File: src/hdl/svm_pkg.sv
`default_nettype none

package svm_pkg;

    // Field and register widths
    localparam int CMD_W        = 2;
    localparam int VOICE_W      = 2;
    localparam int ADDR_FIELD_W = 14;
    localparam int SAMPLE_W     = 16;
    localparam int POS_W        = 15;
    localparam int CFG_INDEX_W  = 3;
    localparam int CFG_DATA_W   = 15;
    localparam int S_TDATA_W    = 32;
    localparam int S_TUSER_W    = 2;
    localparam int M_TDATA_W    = 16;
    localparam int M_TUSER_W    = 1;

    // Voices that own a length register
    localparam int LENGTH_REGS = 4;

    // Defaults for the top-level parameters
    localparam int DEF_VOICES      = 4;
    localparam int DEF_VOICE_DEPTH = 16384;

    // Command queue between front and back
    localparam int QUEUE_DEPTH = 2;

    localparam logic [POS_W-1:0] IDLE_POSITION = 15'd16384;
    localparam int SAT_HIGH = 32767;
    localparam int SAT_LOW  = -32768;

    typedef enum logic [CMD_W-1:0] {
        CMD_LOAD    = 2'd0,
        CMD_TRIGGER = 2'd1,
        CMD_TICK    = 2'd2
    } cmd_t;

    typedef enum logic [CFG_INDEX_W-1:0] {
        REG_ENABLE = 3'd0,
        REG_LEN0   = 3'd1,
        REG_LEN1   = 3'd2,
        REG_LEN2   = 3'd3,
        REG_LEN3   = 3'd4
    } cfg_reg_t;

    typedef enum logic [1:0] {
        OP_LOAD    = 2'd0,
        OP_TRIGGER = 2'd1,
        OP_TICK    = 2'd2
    } op_kind_t;

    typedef struct packed {
        op_kind_t                 kind;
        logic [VOICE_W-1:0]       voice;
        logic [ADDR_FIELD_W-1:0]  address;
        logic [SAMPLE_W-1:0]      sample;
    } op_t;

    typedef logic [LENGTH_REGS-1:0][POS_W-1:0] length_array_t;

endpackage

`default_nettype wire

File: src/hdl/svm_queue.sv
`default_nettype none

module svm_queue (
    input  wire logic         clk,
    input  wire logic         rst_n,
    input  wire logic         push,
    input  wire svm_pkg::op_t push_op,
    output logic              push_ready,
    output logic              pop_valid,
    output svm_pkg::op_t      pop_op,
    input  wire logic         pop
);
    import svm_pkg::*;

    localparam int PTR_W   = $clog2(QUEUE_DEPTH);
    localparam int COUNT_W = $clog2(QUEUE_DEPTH + 1);

    op_t                entry_reg [QUEUE_DEPTH];
    logic [PTR_W-1:0]   wr_ptr_reg;
    logic [PTR_W-1:0]   rd_ptr_reg;
    logic [COUNT_W-1:0] count_reg;
    logic [COUNT_W-1:0] count_next;
    logic               do_pop;

    assign push_ready = count_reg != COUNT_W'(QUEUE_DEPTH);
    assign pop_valid  = count_reg != '0;
    assign pop_op     = entry_reg[rd_ptr_reg];
    assign do_pop     = pop && pop_valid;

    always_comb
    begin
        count_next = count_reg;
        if (push && !do_pop)
            count_next = count_reg + 1'b1;
        else if (!push && do_pop)
            count_next = count_reg - 1'b1;
    end

    always_ff @(posedge clk or negedge rst_n)
    begin
        if (!rst_n)
        begin
            wr_ptr_reg <= '0;
            rd_ptr_reg <= '0;
            count_reg  <= '0;
        end
        else
        begin
            count_reg <= count_next;
            if (push)
                wr_ptr_reg <= wr_ptr_reg + 1'b1;
            if (do_pop)
                rd_ptr_reg <= rd_ptr_reg + 1'b1;
        end
    end

    always_ff @(posedge clk)
    begin
        if (push)
            entry_reg[wr_ptr_reg] <= push_op;
    end

    a_no_overflow: assert property (@(posedge clk) disable iff (!rst_n)
        count_reg <= COUNT_W'(QUEUE_DEPTH))
        else $error("command queue holds more entries than it has");

    a_push_needs_room: assert property (@(posedge clk) disable iff (!rst_n)
        !push_ready |-> !push)
        else $error("command pushed into a full queue");

endmodule

`default_nettype wire

File: config.mk
export PLATFORM = sky130hd
export DESIGN_NAME = svm_queue
export DESIGN_NICKNAME = d
export VERILOG_FILES = /design/src/hdl/svm_pkg.sv /design/src/hdl/svm_queue.sv
export SDC_FILE = /design/constraint.sdc
export NUM_CORES = 1
export LEC_CHECK = 0
export ABC_AREA = 1
export BUFFER_PORTS_ARGS = -buffer_cell sky130_fd_sc_hd__clkbuf_2
export CAP_MARGIN = 40
export CORE_MARGIN = 10
export CORE_UTILIZATION = 45
export DETAILED_ROUTE_END_ITERATION = 6
export MAX_ROUTING_LAYER = met4
export PLACE_DENSITY = 0.77
export SYNTH_ARGS = -nofsm -noshare
export SYNTH_HDL_FRONTEND = slang
export SYNTH_SLANG_ARGS = --single-unit
File: constraint.sdc
create_clock -name clk -period 3.1 [get_ports clk]
set_clock_uncertainty 0.15 [all_clocks]
set_input_delay 0.31 -clock clk [delete_from_list [all_inputs] [get_ports clk]]
set_output_delay 0.31 -clock clk [all_outputs]
set_load 0.03 [all_outputs]
=== Word level (Yosys, flattened, before mapping) ===
Memory sizes are Yosys's and may differ from the RTL's.
Cells that the tools add are included.

* Memory bits (read-only): 0
* Latch bits: 0
* Bits in registers: 4
* Input port bits: 38
* Memories kept: 1
* Memory bits (writable): 68
* Word-level logic and storage cells: 20

{| class="wikitable"
|+ Memories
! memory !! depth !! bits a word !! rd ports !! clocked after Yosys merged registers in !! write ports !! RTL line !! text
|-
| entry_reg || 2 || 34 || 1 || 0 || 1 || svm_queue.sv:18 || <nowiki>op_t entry_reg [QUEUE_DEPTH];</nowiki>
|}

* Bitwise operators: 0
* Div/mod/pow operators: 0
* Mux-type cells: 4
* Order comparisons: 0
* $add $sub $neg: 4
* Equality and inequality tests: 1
* Reductions and logical operators: 7
* Multiply operators: 0
* Shifts and indexed selects: 0

{| class="wikitable"
|+ Operators with widths
! kind !! number
|-
| 2-bit two-way mux || 2
|-
| 2-bit nonzero test || 2
|-
| 1-bit logical AND || 3
|-
| 1-bit adder, second input constant || 2
|-
| 2-bit by 1-bit adder with 2-bit output, second input constant || 1
|-
| 1-bit zero test || 2
|-
| 1-bit two-way mux || 2
|-
| 2-bit != test, second input constant || 1
|-
| 2-bit by 1-bit subtractor with 2-bit output, second input constant || 1
|}

=== Logic depth before layout (Yosys ltp) ===
* Depth in word-level cells: 5
* Gate-level depth with buffers: 9
* Gate-level depth less buffers: 9

=== Least setup slack after synthesis ===
Ideal clock, no wire load.

* Kind: register to register
* Start point: register wr_ptr_reg
* End point: memory entry_reg[0][0] (netlist bit) (enable)
* Arrival: 1.847 ns
* Stages on the path, launching flop included: 2
* Data required time: 2.524 ns
* Period minus slack after synthesis: 2.423 ns
* Buffers on the path: 0
* Setup time: 0.426 ns
* Slack: 0.677 ns
* Cells stage by stage: dfrtp_1 > nor2_1

{| class="wikitable"
|+ RTL lines
! what !! RTL line !! text
|-
| from (decl) || svm_queue.sv:19 || <nowiki>logic [PTR_W-1:0] wr_ptr_reg;</nowiki>
|-
| from (signal assigned) || svm_queue.sv:51 || <nowiki>wr_ptr_reg <= wr_ptr_reg + 1'b1;</nowiki>
|-
| to (decl) || svm_queue.sv:18 ||
|}

No word-level cell before the write port.

==> reports/results.tsv <==
metric	value	unit
hold_buffers	16	
rows	28	
final_util	59.1	%
pin_count	74	
drive_above_1_share	33.2	%
critical_path.endpoint_type	primary output	
critPathMostFrequentCell	nand2_1	
synth_edf_count	68	
root_buffer	clkbuf_8	
fp.coreArea	0.00592	mm²
fin_crit_sh	76.0	%
synth-seq-area-share	77.9	%
diodes	0	
grt_pass1_vias	1870	
gp_congestion	0.751	
antenna_found_initial	0	
numCtsBuffers	9	
synthToLayoutAreaGrowth	27.3	%
relSlewSlack	53.4	%
vdd_drop_max	0.000484	V
drc	0	
io_buffers	73	
critPathRequiredTime	2640	ps
stdcell_count	382	
rr_startpoint	wr_ptr_reg	
setup_violations	0	
crit_fanout	19	
cts_max_level	3	
yosys_warnings	0	
maxCapViolCount	0	
fmax	0.424	GHz
use_met3	5.21	%
yosys-top-cells-count	nand2_1, edfxtp_1, nand2_2, inv_1, dfrtp_1	
finalSetupTns	0	ps
maxSlewViolCount	0	
synth-seq-cells	72	
dpl-instance-area	0.00318	mm²
min-delay-start	push_op[6]	
ys_types	15	
die-area	0.00964	mm²
p_leak	1.55	nW
crit_arrival	1900	ps
dp.cells	349	
ant_nets	0	
finalHoldViolCount	0	
path_cells	buf_4, nand2_1, nand2_1, clkbuf_2	
rsz0062_at_grt	false	
async_reset_ff_share	5.56	%
drtPass1Iterations	4	
cts_resized	0	
grt_use_met1	12.7	%
grt_pass1_wl	8800	µm
clk_path_buf_depth	2	
synth_area	0.00275	mm²
hold_class	in -> reg	
cp_slowest_stage_delay	800	ps
yosysTopAreaCell	edfxtp_1	
cts.sinks	72	
die_y	98.2	µm
synthTopCellsByArea	edfxtp_1, nand2_1, dfrtp_1	
num_vias	1758	
clkTransAtPathRegs	70	ps
status	complete, no violations	
period_needed	2360	ps
grt_max_degree	36	
num-nets-final	341	
design_area	0.00350	mm²
crit_start	rd_ptr_reg	
hpwl	3700	µm
syn_inst	205	
power_per_cell_area	953	mW/mm²
wl_per_cell	14.4	µm
gr-total-overflow	0	
met2_usage	18.8	%
worst_slew_pin_slew	699	ps
crit_type	reg -> out	
die_w	98.2	µm
finalPower	3.33	mW
startpoint_type	flip-flop	
routed_wl	5490	µm
vias_per_cell	4.60	
drtIter0Drc	88	
grt_use_total	11.8	%
synth_top_flop_cell	edfxtp_1	
cts_tree	built	
top_usage_layer	met2	
syn_nets	244	
clk_latency	330	ps
cp_slowest_cell	dfrtp_1	
start_util	46.4	%
fillers	469	
synth_top_area_share	74.2	%
yosys.cell_count.top_type	nand2_1	
largest_reg_flops	68	
cts_setup_buffers	0	
synth.avg_cell_area	13.4	µm²
[path summary, 6_finish.rpt]
check / slack [ps] / depth (start not counted) / to
worst max-delay path: 740 / 4 / pop_op[2]
worst min-delay path: 20 / 1 / entry_reg[0][6]
worst max register to register: 1280 / 3 / entry_reg[1][16]
worst min register to register: 360 / 1 / count_reg[0]
max in group asynchronous: 2520 / 2 / count_reg[0]
min in group asynchronous: 160 / 2 / rd_ptr_reg
[worst max-delay path: cells and delay by family, from the launching register on]
kind                   cells  cell delay (ps)
and+or+nand+nor            2              180
buffers and inverters      2              580
DFF                        1              800
[logic make-up (layout without fill, tap and decap cells)]
family,Yosys count,in the layout,share of synthesized area (%)
AND/OR/NAND/NOR,116,116,17.0
flip-flops,72,72,77.9
buffers and inverters,14,116,4.00
XOR/XNOR,2,2,0.637
adder cells (fa/ha/maj),1,1,0.455
[where the power goes]
group / switching, mW / internal, mW / leakage, nW
Sequential: 0.102 / 1.29 / 0.686
Clock: 0.308 / 0.282 / 0.0843
Combinational: 0.996 / 0.352 / 0.783
Total: 1.41 / 1.93 / 1.55
[through the flow]
stage,hold WS [ps],setup slack (ps)
2_1_floorplan,-136,677
3_3_place_gp,-28.0,1140
3_5_place_dp,-25.7,1120
4_1_cts,1.52,736
5_1_grt,1.68,598
6_report,22.6,744
[area by class of cell]
class / instances / area, µm² / area share, %
sequential: 72 / 2140 / 61.2
clock inverter: 5 / 23.8 / 0.679
clock buffer: 11 / 131 / 3.75
tap: 75 / 93.8 / 2.68
timing repair buffer: 93 / 571 / 16.3
multi-input combinational: 119 / 505 / 14.4
inverter: 7 / 33.8 / 0.965
[layer usage]
metal  wire [µm]  up-vias
li1            -      878
met1        2300      799
met2        2650       73
met3         460        8
met4          83        0
met5           0        -
[placed cells by master (no fill, tap or decap), drive strengths merged]
cell type    instances
nand2              112
clkbuf              84
edfxtp              68
dlygate4sd3         17
inv                  7
clkinv               5
dfrtp                4
buf                  3
nand3                2
nor2                 1
xnor2                1
xor2                 1
nand4                1
ha                   1
(Power assumes the default switching activity.)
