$ cat config.mk
export PLATFORM = sky130hd
export DESIGN_NAME = svm_front
export DESIGN_NICKNAME = d
export VERILOG_FILES = /design/src/hdl/svm_pkg.sv /design/src/hdl/svm_front.sv
export SDC_FILE = /design/constraint.sdc
export NUM_CORES = 1
export LEC_CHECK = 0
export ABC_CLOCK_PERIOD_IN_PS = 1500
export BUFFER_PORTS_ARGS = -buffer_cell sky130_fd_sc_hd__buf_4
export CAP_MARGIN = 30
export CORE_MARGIN = 1
export CORE_UTILIZATION = 28
export DETAILED_ROUTE_END_ITERATION = 7
export PLACE_DENSITY = 0.59
export SYNTH_ARGS = -nofsm -noshare
export SYNTH_HDL_FRONTEND = slang
export SYNTH_SLANG_ARGS = --single-unit
$ cat constraint.sdc
create_clock -name clk -period 1.5 [get_ports clk]
set_clock_uncertainty 0.15 [all_clocks]
set_input_delay 0 -clock clk [delete_from_list [all_inputs] [get_ports clk]]
set_output_delay 0 -clock clk [all_outputs]
set_load 0.01 [all_outputs]
$ cat src/hdl/svm_pkg.sv
`default_nettype none

package svm_pkg;

    // Field and register widths
    localparam int CMD_W        = 2;
    localparam int VOICE_W      = 2;
    localparam int ADDR_FIELD_W = 14;
    localparam int SAMPLE_W     = 16;
    localparam int POS_W        = 15;
    localparam int CFG_INDEX_W  = 3;
    localparam int CFG_DATA_W   = 15;
    localparam int S_TDATA_W    = 32;
    localparam int S_TUSER_W    = 2;
    localparam int M_TDATA_W    = 16;
    localparam int M_TUSER_W    = 1;

    // Voices that own a length register
    localparam int LENGTH_REGS = 4;

    // Defaults for the top-level parameters
    localparam int DEF_VOICES      = 4;
    localparam int DEF_VOICE_DEPTH = 16384;

    // Command queue between front and back
    localparam int QUEUE_DEPTH = 2;

    localparam logic [POS_W-1:0] IDLE_POSITION = 15'd16384;
    localparam int SAT_HIGH = 32767;
    localparam int SAT_LOW  = -32768;

    typedef enum logic [CMD_W-1:0] {
        CMD_LOAD    = 2'd0,
        CMD_TRIGGER = 2'd1,
        CMD_TICK    = 2'd2
    } cmd_t;

    typedef enum logic [CFG_INDEX_W-1:0] {
        REG_ENABLE = 3'd0,
        REG_LEN0   = 3'd1,
        REG_LEN1   = 3'd2,
        REG_LEN2   = 3'd3,
        REG_LEN3   = 3'd4
    } cfg_reg_t;

    typedef enum logic [1:0] {
        OP_LOAD    = 2'd0,
        OP_TRIGGER = 2'd1,
        OP_TICK    = 2'd2
    } op_kind_t;

    typedef struct packed {
        op_kind_t                 kind;
        logic [VOICE_W-1:0]       voice;
        logic [ADDR_FIELD_W-1:0]  address;
        logic [SAMPLE_W-1:0]      sample;
    } op_t;

    typedef logic [LENGTH_REGS-1:0][POS_W-1:0] length_array_t;

endpackage

`default_nettype wire

$ cat src/hdl/svm_front.sv
`default_nettype none

module svm_front #(
    parameter int VOICES      = svm_pkg::DEF_VOICES,
    parameter int VOICE_DEPTH = svm_pkg::DEF_VOICE_DEPTH
) (
    input  wire logic                           clk,
    input  wire logic                           rst_n,
    input  wire logic                           s_tvalid,
    output logic                                s_tready,
    input  wire logic [svm_pkg::S_TDATA_W-1:0]  s_tdata,
    input  wire logic [svm_pkg::S_TUSER_W-1:0]  s_tuser,
    input  wire logic                           cfg_valid,
    output logic                                cfg_ready,
    input  wire logic [svm_pkg::CFG_INDEX_W-1:0] cfg_index,
    input  wire logic [svm_pkg::CFG_DATA_W-1:0] cfg_data,
    output logic                                push,
    output svm_pkg::op_t                        push_op,
    input  wire logic                           push_ready,
    output svm_pkg::length_array_t              lengths
);
    import svm_pkg::*;

    logic                      enable_reg;
    length_array_t             length_reg;
    logic [VOICE_W-1:0]        voice;
    logic [ADDR_FIELD_W-1:0]   address;
    logic [SAMPLE_W-1:0]       sample;
    logic                      voice_ok;
    logic                      addr_ok;
    logic                      keep;
    op_kind_t                  kind;

    assign cfg_ready = 1'b1;
    assign lengths   = length_reg;

    always_ff @(posedge clk or negedge rst_n)
    begin
        if (!rst_n)
        begin
            enable_reg <= 1'b1;
            length_reg <= '0;
        end
        else if (cfg_valid)
        begin
            unique case (cfg_index)
                REG_ENABLE: enable_reg    <= cfg_data[0];
                REG_LEN0:   length_reg[0] <= cfg_data;
                REG_LEN1:   length_reg[1] <= cfg_data;
                REG_LEN2:   length_reg[2] <= cfg_data;
                REG_LEN3:   length_reg[3] <= cfg_data;
                default:    ;
            endcase
        end
    end

    assign voice   = s_tdata[VOICE_W-1:0];
    assign address = s_tdata[VOICE_W+ADDR_FIELD_W-1:VOICE_W];
    assign sample  = s_tdata[VOICE_W+ADDR_FIELD_W+SAMPLE_W-1:VOICE_W+ADDR_FIELD_W];

    assign voice_ok = 32'(voice) < VOICES;
    assign addr_ok  = 32'(address) < VOICE_DEPTH;

    // Words that change nothing are taken and dropped here.
    always_comb
    begin
        keep = 1'b0;
        kind = OP_TICK;
        unique case (s_tuser)
            CMD_LOAD:
            begin
                keep = voice_ok && addr_ok;
                kind = OP_LOAD;
            end
            CMD_TRIGGER:
            begin
                keep = voice_ok && enable_reg;
                kind = OP_TRIGGER;
            end
            CMD_TICK:
            begin
                keep = 1'b1;
                kind = OP_TICK;
            end
            default:
            begin
                keep = 1'b0;
                kind = OP_TICK;
            end
        endcase
    end

    assign s_tready        = push_ready;
    assign push            = s_tvalid && push_ready && keep;
    assign push_op.kind    = kind;
    assign push_op.voice   = voice;
    assign push_op.address = address;
    assign push_op.sample  = sample;

endmodule

`default_nettype wire

Word-level counts from Yosys, hierarchy flattened
Cells that the tools add are included.
{"block": "classes", "n_mux": 2, "eq_ne": 6, "n_reduce_logical": 10}
{"operator": "$reduce_and 2->1", "n": 5}
{"operator": "$eq 3x2->1 const B", "n": 2}
{"operator": "$pmux 2 s2", "n": 1}
{"operator": "$eq 3x1->1 const B", "n": 1}
{"operator": "$eq 3x3->1 const B", "n": 1}
{"operator": "$logic_not 3->1", "n": 1}
{"operator": "$eq 2x1->1 const B", "n": 1}
{"operator": "$eq 2x2->1 const B", "n": 1}
{"operator": "$logic_and 1x1->1", "n": 2}
{"operator": "$logic_not 2->1", "n": 1}
{"operator": "$pmux 1 s2", "n": 1}
{"operator": "$reduce_or 2->1", "n": 1}
{"block": "totals", "input_bits": 57, "regBits": 61, "out_inout_bits": 97, "word_cells": 23}

Logic depth before layout (Yosys ltp)
{"block": "depth", "ltp_word": 4, "depth_mapped": 4, "ltp_nobuf": 2}

Worst setup path before layout
No wires, ideal clock.
{"block": "synth_path", "path_kind": "input port to flip-flop", "startpoint": "input cfg_index[1] in the netlist's numbering", "endpoint": "register length_reg (netlist bit lengths[49])", "setup_ps": 125, "t_arrival_ps": 862, "path_stages": 4, "required_ps": 1225, "path_slack_ps": 363, "path_buffers": 2, "path_cell_list": "nor4bb_1 -> buf_4 -> buf_12 -> mux2_4"}
{"block": "synth_via", "elab_chain_len": 2}
{"element": "from (decl)", "line_no": "svm_front.sv:15", "text": "input wire logic [svm_pkg::CFG_INDEX_W-1:0] cfg_index,"}
{"element": "$eq 3x3->1", "line_no": "svm_front.sv:46", "text": "unique case (cfg_index)"}
{"element": "$reduce_and 2->1 (no source line)"}
{"element": "to (decl)", "line_no": "svm_front.sv:25", "text": "length_array_t length_reg;"}
No other way between the ends.
A chain may end at the register's enable or synchronous reset.

Final worst setup path
{"block": "layout_path", "startpoint": "register enable_reg", "endpoint": "output push"}
{"block": "layout_via", "elab_chain_len": 2}
{"element": "from (decl)", "line_no": "svm_front.sv:24", "text": "logic enable_reg;"}
{"element": "from (signal assigned)", "line_no": "svm_front.sv:47", "text": "REG_ENABLE: enable_reg <= cfg_data[0];"}
{"element": "$pmux 1 s2", "line_no": "svm_front.sv:69", "text": "unique case (s_tuser)"}
{"element": "$logic_and 1x1->1", "line_no": "svm_front.sv:94", "text": "assign push = s_tvalid && push_ready && keep;"}
{"element": "to (decl)", "line_no": "svm_front.sv:17", "text": "output logic push,"}
No other way between the ends.

==> impl_metrics.csv <==
group,metric,value,unit
status,outcome,"finished, final reports clean",
detailed_routing,wl_met3,449,um
power,finalPower,0.005129,W
detailed_routing,vias,1762,
clocking,cts_tree,"built",
detailed_routing,wirelength,6356,um
detailed_routing,wl_per_cell,14.92,um
timing,grt_setup_unrepaired,"no",
setup_path,crit_type,"register to primary output",
timing,max_freq,720.7,MHz
layout,multi_input_area,898.4,um2
global_routing,grt_max_degree,33,
die,rows,35,
clocking,clk_pin_slew,0.07,ns
timing,hold_violations,0,
clocking,clkLatencyLatePin,0.32,ns
detailed_routing,first_pass_iters,4,
die,die_w,101.1,um
layout,largest_reg_flops,60,
detailed_routing,drt_iter0_drc,35,
detailed_routing,drt-met1-wl,2939,um
setup_path,cp_cell_sequence,"nand2b_1, a21oi_1, buf_4",
detailed_routing,wl_met2,2880,um
setup_path,cp-end-kind,"primary output",
detailed_routing,top_layer_used,"met4",
setup_path,arrival,1.24,ns
place,place_hpwl,4125,um
die,io_pins,154,
timing,slew_violations,0,
synthesis,yosysSeqAreaShare,55.55,%
die,die_y,101.1,um
timing,finalCritPeriodShare,92.50,%
global_routing,gr-usage-all-layers,12.57,%
setup_path,crit_buf_inv,1,
detailed_routing,viasPerCell,4.136,
synthesis,synthesis.area_per_instance,15.81,um2
layout,final_nets,349,
clocking,cts.sink_count,61,
setup_path,cp-start-kind,"register",
die,initial_utilization,29.35,%
global_routing,grt_pass1_vias,1745,
timing,setup_violations,0,
die,core_area,0.009371,mm2
layout,nFillCells,886,
timing,layout_setup_ws,0.1125,ns
layout,diodes,0,
layout,layout-drive-gt1-share,59.93,%
power,power_density,1265,mW/mm2
detailed_routing,drc,0,
clocking,cts_buffers,9,
clocking,cts_root_buf,"clkbuf_8",
synthesis,yosys_warnings,0,
timing,hold_ws,0.009406,ns
synthesis,synth_cell_types,17,
setup_path,path_delay_family,"flip-flops",
clocking,cts_buffer_depth,2,
setup_path,crit_fanout,2,
flow_run,cap_violations,0,
place,io_buffers,88,
synthesis,synth_fp_nets,231,
synthesis,syn_area,0.002750,mm2
die,die-area,0.01022,mm2
place,place_congestion,0.6558,
global_routing,antenna_found_initial,0,
global_routing,grt_pass1_wl,9439,um
setup_path,worst_ep_required_time,1.35,ns
hold_path,hold_path_class,"input pin to asynchronous set/reset pin",
timing,fin_crit,1.387,ns
global_routing,grt-ovfl-total,0,
layout,final_common_cell,"buf_4",
timing,fin_tns_setup,0,ns
power,p_leak,1.913,nW
setup_path,critPathMaxStageDelay,0.54,ns
layout,mostFrequentLayoutCells,"96 x buf_4, 60 x dfrtp_1, 51 x dlygate4sd3_1",
layout,regArea,0.001528,mm2
setup_path,cp_slowest_cell,"dfstp_2",
clocking,cts-htree-levels,3,
synthesis,ys_ff_latch,61,
synthesis,synth_cells,174,
clocking,ctsResizeCount,0,
layout,synthToLayoutAreaGrowth,47.45,%
power,ir_drop,494.2,uV
place,dp_slack,0.1547,ns
detailed_routing,ant_nets,0,
worst paths after layout:
| kind | start | end | slack [ns] | depth (start not counted) |
|---|---|---|---|---|
| worst min-delay path | rst_n | lengths[5]$_DFFE_PN0P_ | 0.009 | 2 |
| worst min register to register | lengths[40]$_DFFE_PN0P_ | lengths[40]$_DFFE_PN0P_ | 0.36 | 1 |
| max in group asynchronous | rst_n | lengths[58]$_DFFE_PN0P_ | 0.70 | 3 |
| worst max-delay path | enable_reg$_DFFE_PN1P_ | push | 0.11 | 3 |
| worst max register to register | lengths[17]$_DFFE_PN0P_ | lengths[17]$_DFFE_PN0P_ | 0.55 | 1 |
| min in group clk | push_ready | s_tready | 0.05 | 2 |
per-layer routing:
layer,up-vias,track usage (%)
li1,798,-
met1,860,17.36
met2,96,18.42
met3,8,4.300
met4,0,4.125
met5,-,0
Yosys cell counts:
master	number	share of area, %
buf_12	1	0.73
nand2_1	1	0.14
conb_1	1	0.14
dfstp_2	1	0.96
nand4b_2	1	0.55
nor4bb_1	1	0.36
clkbuf_1	1	0.14
and4bb_1	2	0.91
mux2_4	30	16
dfrtp_1	60	55
nor2b_1	1	0.23
nand2b_1	1	0.23
buf_4	36	9.8
mux2_2	31	13
nor4b_1	1	0.32
buf_6	4	1.6
a21oi_1	1	0.18
metrics by stage:
stage               std cells  utilization (%)  instance area [um2]
floorplan                 174                -                 2750
global placement          359            35.73                 3348
global route              426            43.27                 4055
finish                    426            43.27                 4055
CTS                       426            43.27                 4055
detailed placement        359            35.73                 3348
area by class of cell:
type | count | share of cell area [%]
Sequential cell | 61 | 37.67
Timing Repair Buffer | 149 | 31.35
Multi-Input combinational cell | 71 | 22.15
Clock buffer | 13 | 4.412
Tap cell | 129 | 3.980
Clock inverter | 3 | 0.4320
power by group:
part	leakage, nW	internal, W	total, W	switching [W]
clock	0.101	0.000775	0.00140	0.000622
combinational	1.08	0.000953	0.00150	0.000549
sequential	0.731	0.00201	0.00223	0.000216
cell families (layout without fill, tap and decap cells):
family          Yosys count  in the layout  share of synthesized area [%]
mux                      61             61                          29.07
flops                    61             61                          55.55
buf+inv                  42            165                          12.33
simple gates              8              8                          2.730
other cells               1              1                         0.1364
compound gates            1              1                         0.1818
what timing repair did:
item                                    4_1_cts  5_1_grt
hold buffers                                 51        0
endpoints found under the hold margin       154        0
buffers inserted                              0        0
endpoints found under the setup margin        0        0
Note: power is estimated with default switching activity, not from simulation.
